### config.mk
export PLATFORM = sky130hd
export DESIGN_NAME = dpt_alloc
export DESIGN_NICKNAME = d
export VERILOG_FILES = /design/src/rtl/dpt_pkg.sv /design/src/rtl/dpt_alloc.sv
export SDC_FILE = /design/constraint.sdc
export NUM_CORES = 1
export LEC_CHECK = 0
export CAP_MARGIN = 20
export CELL_PAD_IN_SITES_DETAIL_PLACEMENT = 1
export CELL_PAD_IN_SITES_GLOBAL_PLACEMENT = 2
export CORE_MARGIN = 1
export CORE_UTILIZATION = 30
export DETAILED_ROUTE_END_ITERATION = 7
export DONT_BUFFER_PORTS = 1
export PLACE_DENSITY = 0.75
export REMOVE_ABC_BUFFERS = 1
export SLEW_MARGIN = 20
export SYNTH_ARGS = -nofsm -noshare
export SYNTH_HDL_FRONTEND = slang
export SYNTH_SLANG_ARGS = --single-unit
### constraint.sdc
create_clock -name clk_i -period 2.4 [get_ports clk_i]
set_input_delay 0 -clock clk_i [delete_from_list [all_inputs] [get_ports clk_i]]
set_output_delay 0 -clock clk_i [all_outputs]
set_load 0.01 [all_outputs]
### src/rtl/dpt_pkg.sv
// shared types for the demand paged translation unit
package dpt_pkg;

  // sequencer states, one-hot
  typedef enum logic [2:0] {
    ST_CLEAR  = 3'b001,
    ST_IDLE   = 3'b010,
    ST_LOOKUP = 3'b100
  } dpt_state_e;

  // per-transaction result flags
  typedef struct packed {
    logic out_of_pages;
    logic newly_mapped;
    logic tlb_hit;
  } dpt_flags_t;

  localparam int unsigned VA_BITS   = 22;
  localparam int unsigned PA_BITS   = 20;
  localparam int unsigned CNT_BITS  = 32;
  localparam int unsigned IN_BYTES  = (VA_BITS + 7) / 8;
  localparam int unsigned OUT_FIELD = PA_BITS + 2 * CNT_BITS;
  localparam int unsigned OUT_BYTES = (OUT_FIELD + 7) / 8;

endpackage

### src/rtl/dpt_alloc.sv
// physical page allocator; pages are never freed, so the lowest free page is a count
module dpt_alloc #(
  parameter int unsigned PHYS_PAGES = 256,
  parameter int unsigned PPN_BITS   = 8,
  parameter int unsigned FREE_BITS  = 9
) (
  input  logic                 clk_i,
  input  logic                 rst_ni,
  input  logic                 take_i,
  output logic [PPN_BITS-1:0]  page_o,
  output logic                 full_o
);
  import dpt_pkg::*;

  logic [FREE_BITS-1:0] next_q, next_d;

  // next free page
  always_comb begin
    next_d = next_q;
    if (take_i) begin
      next_d = next_q + 1'b1;
    end
  end

  always_ff @(posedge clk_i or negedge rst_ni) begin
    if (!rst_ni) begin
      next_q <= '0;
    end else begin
      next_q <= next_d;
    end
  end

  assign full_o = (next_q == FREE_BITS'(PHYS_PAGES));
  assign page_o = next_q[PPN_BITS-1:0];

endmodule

# Word-level counts from Yosys, hierarchy flattened

Index checks and enable logic that the tools add are counted.

Add/sub/neg operators: 1
Eq/ne operators: 1

Operator list:

| kind                | number |
|---|---|
| $add 9x1->9 const B | 1 |
| $eq 9x9->1 const B  | 1 |

Register bits after elaboration: 9
Output and inout port bits: 9
Word-level logic and storage cells: 3

# Longest topological paths before layout

Word-level depth: 1
Mapped depth: 4

# Worst setup path after synthesis

No wires, ideal clock.

Kind: register to output
Start: register next_q[6]
End: output port full_o
Data arrival time: 1173 ps
Data required time: 2400 ps
Setup slack: 1227 ps
Stages on the path, launching flop included: 3
Buffers on the path: 0
Cells stage by stage: dfrtp_1 > or4_1 > nor4_2

Cells in the longest elaborated chain, start to end: 1

RTL lines:

| item                     | line            | text |
|---|---|---|
| start: declaration       | dpt_alloc.sv:15 | `logic [FREE_BITS-1:0] next_q, next_d;` |
| start signal: assignment | dpt_alloc.sv:29 | `next_q <= next_d;` |
| $eq 9x9->1               | dpt_alloc.sv:33 | `assign full_o = (next_q == FREE_BITS'(PHYS_PAGES));` |
| end: declaration         | dpt_alloc.sv:11 | `output logic full_o` |

No other way between the ends.

# Final worst setup path

Same ends and word-level chain as after synthesis.

==> flow_metrics.env <==
export IMPL_hold_path_class="primary input to register"
export IMPL_status="finished clean"
export IMPL_fillers=163
export IMPL_clock_sinks=9
export IMPL_fin_skew_ns=0.000728
export IMPL_regArea_sq_um=225
export IMPL_dp_hpwl_um=568
export IMPL_pin_count=12
export IMPL_grt_max_degree=10
export IMPL_grt_pass1_vias=316
export IMPL_post_synth_cell_area_avg_sq_um=10.6
export IMPL_endpoint_kind="output port"
export IMPL_syn_to_final_growth_pct=1.32
export IMPL_clk_latency_ns=0.26
export IMPL_drt_total_wl_um=784
export IMPL_layout_setup_ws_ns=0.853
export IMPL_vias=302
export IMPL_via_per_inst=5.12
export IMPL_rsz0062_at_grt="false"
export IMPL_multi_input_area_sq_um=183
export IMPL_antenna_found_initial=0
export IMPL_synth_top_cell_area_share_pct=47.4
export IMPL_drive_gt1_share_pct=9.30
export IMPL_dieWidth_um=41.8
export IMPL_max_freq_ghz=0.647
export IMPL_num_rows=14
export IMPL_overflow=0
export IMPL_die_area_sq_um=1750
export IMPL_cts_inserted_buffers=3
export IMPL_slew_headroom_pct=72.2
export IMPL_htreeDepth=1
export IMPL_grt_pass1_wl_mm=1.41
export IMPL_crit_fanout=5
export IMPL_post_route_min_period_ns=1.55
export IMPL_post_cts_buffers=0
export IMPL_powerDensity_nw_per_um2=1120
export IMPL_largest_register_ffs=9
export IMPL_yosysUniqueCellTypes=14
export IMPL_die_h_um=41.8
export IMPL_worstPathRequired_ns=2.40
export IMPL_irDropWorstVdd_mv=0.416
export IMPL_port_buffers=0
export IMPL_path_delay_family="simple AND/OR/NAND/NOR gates"
export IMPL_yosysWarnings=0
export IMPL_start_util_pct=31.9
export IMPL_ys_ff_latch=9
export IMPL_gp_congestion=0.635
export IMPL_synthTopCellsByArea="dfrtp_1 (47%), buf_4 (13%), xnor2_1 (7.4%), xor2_1 (7.4%), ha_1 (5.3%)"
export IMPL_clockRootBuffer="clkbuf_4"
export IMPL_ant_nets=0
export IMPL_worst_pin_slew_ns=0.415
export IMPL_pre_cts_slack_ns=1.11
export IMPL_synth_cell_area_sq_um=475
export IMPL_holdWs_ns=0.0841
export IMPL_first_pass_iters=4
export IMPL_path_buf_inv=0
export IMPL_wl_per_cell_um=13.3
export IMPL_num_antenna_cells=0
export IMPL_setup_viol=0
export IMPL_grt_usage_pct=11.6
export IMPL_p_leak_nw=0.222
export IMPL_cp_start_kind="register"
export IMPL_postSynthCellCount=45
export IMPL_clock_path_buffers=2
export IMPL_crit_path_max_incr_delay_ns=0.56
export IMPL_slowest_stage="or4_1"
export IMPL_clkTransAtPathRegs_ns=0.06
export IMPL_worstPathArrival_ns=1.55
export IMPL_top_regs="next_q: 9 flops"
export IMPL_finalSetupTns_ns=0
export IMPL_first_iter_violations=2
export IMPL_drc=0
export IMPL_top_register="next_q"
export IMPL_cp_cell_sequence="or4_1, nor4_2"
export IMPL_crit_type="register to output port"
export IMPL_period_share_pct=64.4
export IMPL_finalHoldViolCount=0
export IMPL_core_sq_um=1490
export IMPL_synth_top_area_cell="dfrtp_1"
export IMPL_cap_violations=0
export IMPL_drv_slew=0
export IMPL_final_nets=49
export IMPL_ys_seq_area_share_pct=47.4
export IMPL_cts_resized=0
export IMPL_cts_tree="yes"
[cell type report]
class	instances	share of cell area [%]
Clock buffer	4	5.45
Inverter	2	1.56
Multi-Input combinational cell	26	37.9
Sequential cell	9	46.8
Tap cell	16	4.16
Timing Repair Buffer	2	4.16
[through the flow]
step | total power, W | cell area [sq um] | utilization (%) | instances
after floorplan | 0.000385 | 415 | - | 37
after global placement | 0.000416 | 435 | 29.2 | 53
after detailed placement | 0.000420 | 435 | 29.2 | 53
after CTS | 0.000552 | 482 | 32.4 | 59
after global routing | 0.000587 | 482 | 32.4 | 59
final | 0.000541 | 482 | 32.4 | 59
[worst reg2reg max path: cells and delay by family, from the launching register on]
kind          cells  cell delay (ns)
flops             1             0.49
simple gates      2             0.33
fa+ha+maj         1             0.22
xor+xnor          1             0.18
[synthesized netlist by cell type]
cell	count
nand4_1	4
dfrtp_1	9
buf_4	8
xor2_1	4
and3_1	1
nor4_2	1
inv_1	2
ha_1	2
nand2_1	5
or4_1	1
nor2_1	2
o21ai_0	1
nor3_1	1
xnor2_1	4
[placed cells by master (no fill, tap or decap)]
cell	instances
dfrtp_1	9
nand2_1	5
nand4_1	4
xor2_1	4
xnor2_1	4
clkbuf_4	3
inv_1	2
nor2_1	2
ha_1	2
dlygate4sd3_1	2
or4_1	1
nor4_2	1
and3_1	1
o21ai_0	1
nor3_1	1
clkbuf_1	1
[report_power, final]
| part | internal, W | switching, W |
|---|---|---|
| combinational | 0.0000584 | 0.0000481 |
| clock | 0.0000642 | 0.0000551 |
| sequential | 0.000202 | 0.000113 |
| total | 0.000325 | 0.000216 |
[routing by layer]
metal | vias to the layer above | GRT usage [%] | share of wire (%) | wire (um)
li1 | 142 | - | - | -
met1 | 147 | 14.5 | 47 | 368
met2 | 11 | 14.7 | 44 | 347
met3 | 2 | 5.65 | 7.4 | 58
met4 | 0 | 9.68 | 1.3 | 10
met5 | - | 0 | 0 | 0
[timing repair]
item,CTS,global route
hold buffers,2,0
endpoints found under the setup margin,0,0
endpoints found under the hold margin,14,0
[logic make-up (layout without fill, tap and decap cells)]
| group | after synthesis | after routing | share of synthesized area, % |
|---|---|---|---|
| xor gates and xnor gates | 8 | 8 | 14.7 |
| AOI/OAI and AO/OA | 1 | 1 | 1.05 |
| buffers and inverters | 10 | 8 | 14.2 |
| adders and majority gates | 2 | 2 | 5.26 |
| DFF | 9 | 9 | 47.4 |
| and+or+nand+nor | 15 | 15 | 17.4 |
[path summary, 6_finish.rpt]
path | start | end | slack (ns) | depth (start not counted)
worst max-delay path | next_q[6]$_DFFE_PN0P_ | full_o | 0.85 | 2
worst min-delay path | take_i | next_q[3]$_DFFE_PN0P_ | 0.08 | 3
worst max register to register | next_q[0]$_DFFE_PN0P_ | next_q[8]$_DFFE_PN0P_ | 1.11 | 4
worst min register to register | next_q[8]$_DFFE_PN0P_ | next_q[8]$_DFFE_PN0P_ | 0.47 | 1
max in group asynchronous | rst_ni | next_q[7]$_DFFE_PN0P_ | 2.01 | 1
min in group asynchronous | rst_ni | next_q[1]$_DFFE_PN0P_ | 0.10 | 1
Power figures use the tool's default switching activity.
