--- src/rtl/dpt_pkg.sv ---
// shared types for the demand paged translation unit
package dpt_pkg;

  // sequencer states, one-hot
  typedef enum logic [2:0] {
    ST_CLEAR  = 3'b001,
    ST_IDLE   = 3'b010,
    ST_LOOKUP = 3'b100
  } dpt_state_e;

  // per-transaction result flags
  typedef struct packed {
    logic out_of_pages;
    logic newly_mapped;
    logic tlb_hit;
  } dpt_flags_t;

  localparam int unsigned VA_BITS   = 22;
  localparam int unsigned PA_BITS   = 20;
  localparam int unsigned CNT_BITS  = 32;
  localparam int unsigned IN_BYTES  = (VA_BITS + 7) / 8;
  localparam int unsigned OUT_FIELD = PA_BITS + 2 * CNT_BITS;
  localparam int unsigned OUT_BYTES = (OUT_FIELD + 7) / 8;

endpackage

--- src/rtl/dpt_tlb.sv ---
// direct-mapped tlb: tag/page memory with valid bits in flops
module dpt_tlb #(
  parameter int unsigned VPN_BITS       = 10,
  parameter int unsigned TLB_INDEX_BITS = 4,
  parameter int unsigned PPN_BITS       = 8
) (
  input  logic                 clk_i,
  input  logic                 rst_ni,
  input  logic                 rd_en_i,
  input  logic [VPN_BITS-1:0]  rd_vpn_i,
  input  logic                 wr_en_i,
  input  logic [PPN_BITS-1:0]  wr_page_i,
  output logic                 hit_o,
  output logic [PPN_BITS-1:0]  page_o
);
  import dpt_pkg::*;

  localparam int unsigned TLB_DEPTH = 1 << TLB_INDEX_BITS;
  localparam int unsigned ENTRY_W   = VPN_BITS + PPN_BITS;

  logic [ENTRY_W-1:0]             mem [TLB_DEPTH];
  logic [ENTRY_W-1:0]             rd_q;
  logic [VPN_BITS-1:0]            vpn_q;
  logic [TLB_DEPTH-1:0]           valid_q, valid_d;
  logic [TLB_INDEX_BITS+VPN_BITS-1:0] rd_ext, cur_ext;
  logic [TLB_INDEX_BITS-1:0]      rd_slot, cur_slot;

  // slot is the low page-number bits, zero extended for narrow page numbers
  assign rd_ext   = {{TLB_INDEX_BITS{1'b0}}, rd_vpn_i};
  assign cur_ext  = {{TLB_INDEX_BITS{1'b0}}, vpn_q};
  assign rd_slot  = rd_ext[TLB_INDEX_BITS-1:0];
  assign cur_slot = cur_ext[TLB_INDEX_BITS-1:0];

  // memory read and write
  always_ff @(posedge clk_i) begin
    if (rd_en_i) begin
      rd_q  <= mem[rd_slot];
      vpn_q <= rd_vpn_i;
    end
    if (wr_en_i) begin
      mem[cur_slot] <= {vpn_q, wr_page_i};
    end
  end

  // valid bits
  always_comb begin
    valid_d = valid_q;
    if (wr_en_i) begin
      valid_d[cur_slot] = 1'b1;
    end
  end

  always_ff @(posedge clk_i or negedge rst_ni) begin
    if (!rst_ni) begin
      valid_q <= '0;
    end else begin
      valid_q <= valid_d;
    end
  end

  // tag compare
  assign hit_o  = valid_q[cur_slot] && (rd_q[ENTRY_W-1:PPN_BITS] == vpn_q);
  assign page_o = rd_q[PPN_BITS-1:0];

endmodule

--- config.mk ---
export PLATFORM = sky130hd
export DESIGN_NAME = dpt_tlb
export DESIGN_NICKNAME = d
export VERILOG_FILES = /design/src/rtl/dpt_pkg.sv /design/src/rtl/dpt_tlb.sv
export SDC_FILE = /design/constraint.sdc
export NUM_CORES = 1
export LEC_CHECK = 0
export ABC_CLOCK_PERIOD_IN_PS = 7300
export BUFFER_PORTS_ARGS = -buffer_cell sky130_fd_sc_hd__buf_4
export CORE_MARGIN = 1.5
export CORE_UTILIZATION = 51
export CTS_CLUSTER_DIAMETER = 40
export DETAILED_ROUTE_END_ITERATION = 12
export GPL_ROUTABILITY_DRIVEN = 0
export GPL_TIMING_DRIVEN = 0
export PLACE_DENSITY = 0.78
export SLEW_MARGIN = 0
export SYNTH_ARGS = -nofsm -noshare
export SYNTH_HDL_FRONTEND = slang
export SYNTH_SLANG_ARGS = --single-unit
export TNS_END_PERCENT = 5
--- constraint.sdc ---
create_clock -name clk_i -period 7.3 [get_ports clk_i]
set_clock_uncertainty 0.15 [all_clocks]
set_input_delay 1.095 -clock clk_i [delete_from_list [all_inputs] [get_ports clk_i]]
set_output_delay 1.095 -clock clk_i [all_outputs]
set_load 0.03 [all_outputs]
Yosys cells after proc, flatten, opt, wreduce, memory -nomap -nowiden
Memories as Yosys holds them, arrays and structs flattened. A register that Yosys moved wholly into a read port is not among the register bits.
Index checks and enable logic that the tools add are counted.
{"block": "totals", "register_bits": 26, "mem_bits_rw": 288, "input_bits": 22, "output_inout_bits": 9, "elab_cells": 15, "mem_count": 1}
{"block": "op_classes", "n_lt_le_gt_ge": 2, "n_eq_ne": 1, "n_mux": 6, "bitwise": 1, "n_reduce_logical": 2}
{"memory": "mem", "depth": 16, "word_bits": 18, "rd": 1, "rd_clocked_by_memory_dff": 1, "wr": 1, "line": "dpt_tlb.sv:21", "source": "logic [ENTRY_W-1:0] mem [TLB_DEPTH];"}
{"op": "bitwise OR 16 bit", "n": 1}
{"op": "== test 10 bit", "n": 1}
{"op": "< comparator 4 x 5 -> 1 bit (second input constant)", "n": 1}
{"op": "binary-select mux 1 bit (select 4 bit)", "n": 1}
{"op": "demux 1 bit (select 4 bit)", "n": 1}
{"op": "greater-or-equal comparator 4 x 1 -> 1 bit (second input constant)", "n": 1}
{"op": "two-way mux 1 bit", "n": 4}
{"op": "logical AND 1 bit", "n": 2}

Logic depth before layout (Yosys ltp)
{"block": "logic_depth", "depth_word": 5, "depth_mapped": 5}

Worst setup path after synthesis
No wires, ideal clock.
{"block": "synth_timing", "kind": "input -> register", "startpoint": "input wr_en_i", "endpoint": "memory mem[0][0] (netlist bit), enable pin", "t_arrival_ns": 2.879, "slack_ns": 3.854, "stages": 2, "n_path_buf": 0, "path_cell_list": "or3b_2 > nor3_1"}
{"block": "synth_between", "elab_chain_len": 2}
{"element": "start: declaration", "line": "dpt_tlb.sv:11", "source": "input logic wr_en_i,"}
{"element": "two-way mux 1 bit", "line": "dpt_tlb.sv:40", "source": "if (wr_en_i) begin"}
{"element": "two-way mux 1 bit (not written as such)", "line": "dpt_tlb.sv:41", "source": "mem[cur_slot] <= {vpn_q, wr_page_i};"}
{"element": "end: declaration", "line": "dpt_tlb.sv:21"}
Every way passes these cells.

Worst setup path in the final report
{"block": "layout_timing", "startpoint": "register vpn_q[1]", "endpoint": "output hit_o"}
{"block": "layout_between", "elab_chain_len": 3, "elab_cells_between_ends": 4, "cone_classes": "1 x eq/ne; 2 x mux; 1 x reduce/logical"}
{"element": "start: declaration", "line": "dpt_tlb.sv:23", "source": "logic [VPN_BITS-1:0] vpn_q;"}
{"element": "start signal: assignment", "line": "dpt_tlb.sv:38", "source": "vpn_q <= rd_vpn_i;"}
{"element": "binary-select mux 1 bit (select 4 bit)", "line": "dpt_tlb.sv:62", "source": "assign hit_o = valid_q[cur_slot] && (rd_q[ENTRY_W-1:PPN_BITS] == vpn_q);"}
{"element": "two-way mux 1 bit (not written as such)", "line": "dpt_tlb.sv:62"}
{"element": "logical AND 1 bit *", "line": "dpt_tlb.sv:62"}
{"element": "end: declaration", "line": "dpt_tlb.sv:13", "source": "output logic hit_o,"}
Every way passes the cells marked *; elsewhere a longest branch is shown, timed or not. The select of a mux whose other input is x is not followed.

==> impl_results.md <==
- Fin crit share: 62.0%
- Global-route wire length before repair: 39800 um
- Area growth syn-to-layout: 17.3%
- Core region area: 24500 um2
- CTS root buf: clkbuf_16
- Worst Path Buf+Inv: 2
- Maximum VDD drop: 0.154 mV
- Cells on worst reg2reg path: 4
- Die area: 26000 um2
- Fill count: 1592
- Fmax: 221 MHz
- Die H: 161 um
- Crit end category: output port
- RSZ-0062 raised after global routing: false
- Worst R2R Setup Slack: 4050 ps
- Wire length per cell: 28.6 um
- Avg Inst Size Synth: 24.9 um2
- # nets final: 623
- Num CTS Buffers: 36
- Max Root-Sink Buffers: 3
- Clk network pwr share: 42.4%
- Post-Synthesis Cell Area: 12800 um2
- Crit path depth: 6
- Net Sw Frac: 20.7%
- Slew headroom: 35.2%
- Pint: 3340 uW
- Gate Count Post-Synth: 513
- ANT nets after route: 0
- PwrDens: 282 nW/um2
- Die width: 161 um
- Routed vias: 5839
- Syn. warnings: 0
- CTS clk-pin slew, worst paths: 60 ps
- Number of global-route vias before repair: 6147
- Num Clock Sinks: 332
- Pin count of the biggest net entering global routing: 29
- Starting density of the core: 52.2%
- Most common cell after layout, fill and taps aside: edfxtp_1
- Vias per std cell: 6.15
- Slew of the pin with the lowest slew margin: 971 ps
- Arr. time, crit path: 3280 ps
- Clock Latency Late Sink: 510 ps
- CTS tree: built
- Fin Setup TNS: 0 ps
- Post-synthesis sequential element count: 332
- Crit start category: flop
- Slowest-stage cell, CP: edfxtp_1
- DRC: 0
- Initial antenna violation count: 0
- Sequential Power Share: 52.0%
- PortBufs: 30
- CTS resizes: 0
- Routed wire length: 27100 um
- Status: finished clean
- Max_cap viols: 0
- NetSw: 871 uW
- DP HPWL: 16300 um
- Share of layout cells above drive strength 1: 31.5%
- Lkg Pwr: 0.00496 uW
- Total power: 4220 uW
- TritonRoute pass-1 iters: 4
- # diodes: 0
- Final Hold Viols: 0
- CP max FO: 19
- Commonest cells after routing, fill and taps aside: 316 x edfxtp_1, 51 x mux4_1, 43 x mux4_2
- Comb power frac: 5.6%
- GRT Total Usage: 21.7%
- Hold crit path type: in2async
- Setup Buffers After CTS: 0
- Crit-path cells: clkbuf_1, xor2_1, nor4_1, nand4_1, a211oi_1, buf_4
- Endpoints failing setup: 0
- 1st-iter DRT viols: 606
- Pins Over Slew Limit: 0
- Sequential-to-total area share from yosys stat: 77.5%
- Crit path time final: 4530 ps
- CTS H-tree depth: 2
- Critical Path Max Stage Delay: 770 ps
- Cts hold-fix bufs: 0
- Row count: 57
- Total congestion overflow: 0
- Critical setup path kind: reg2out
- Post-synth cell types: 26
- CP required: 6050 ps
- Mapped Nets: 535
- Number of I/O pins: 31
- CP delay by family, top: buffers and inverters
## logic make-up after synthesis
kind of cell    after synthesis  synth area share, %
buf+inv                      31                 1.74
xor+xnor                     10                0.686
compound gates                2                0.118
simple gates                 43                 1.84
flops                       332                 77.5
mux                          95                 18.2
## per-stage QoR
step / instance area [um2] / std cells / worst slack (ps) / utilization (%) / hold slack, ps
floorplan: 12800 / 513 / 3850 / - / 284
global placement: 13400 / 867 / 2150 / 54.8 / 296
detailed placement: 13800 / 887 / 3410 / 56.4 / 304
CTS: 15000 / 950 / 2840 / 61.2 / 287
global route: 15000 / 950 / 2710 / 61.2 / 299
finish: 15000 / 950 / 2770 / 61.2 / 290
## sequential cells by signal, summed over array words and instances (netlist names)
| signal | cells |
|---|---|
| mem | 288 |
| valid_q | 16 |
| rd_q | 18 |
| vpn_q | 10 |
## synthesized netlist by cell type, drive strengths merged
library cell,n,area [um2]
nor2b,1,6.26
nand2b,2,12.5
nand3,1,5.00
edfxtp,316,9490
nor4,2,12.5
nor3,4,20.0
xnor2,2,17.5
nand2,1,3.75
a211oi,2,15.0
nor2,12,45.0
buf,25,200
mux2i,1,10.0
or3b,1,8.76
dfrtp,16,400
nand4,1,6.26
nand3b,2,15.0
xor2,8,70.1
or2,16,100
mux4,94,2310
clkbuf,6,22.5
## final timing paths
path,from,to
worst max-delay path,vpn_q[1]$_DFFE_PP_,hit_o
worst min-delay path,rst_ni,valid_q[2]$_DFFE_PN0P_
worst max register to register,vpn_q[1]$_DFFE_PP_,mem[15][17]$_DFFE_PP_
worst min register to register,valid_q[1]$_DFFE_PN0P_,valid_q[1]$_DFFE_PN0P_
max in group asynchronous,rst_ni,valid_q[6]$_DFFE_PN0P_
min in group clk_i,valid_q[1]$_DFFE_PN0P_,valid_q[1]$_DFFE_PN0P_
## worst register-to-register path: cells and delay by family (launching register included)
kind / cells / cell delay [ps]
simple gates: 2 / 1170
flops: 1 / 770
buf+inv: 2 / 870
## power groups by stage
stage	Clock (uW)	Combinational, uW	Sequential, uW
after floorplan	0	144	2210
after global placement	0	213	2220
after detailed placement	0	234	2230
after CTS	1810	238	2190
after global routing	1880	249	2200
final	1790	236	2190
## layout make-up
type	instances	area, um2	share of cell area, %
well taps	324	405	2.71
clock buffers	44	952	6.36
plain buffers	31	223	1.49
repair buffers	50	578	3.86
clock inverters	19	219	1.46
multi-input cells	150	2710	18.1
flip-flops and latches	332	9890	66.0
## routing by layer
metal	global-route usage, %	part of all wire [%]
met5	0	0
met3	3.70	6.9
met4	8.38	3.3
met2	35.8	50
met1	29.3	39
(Power assumes the default switching activity.)
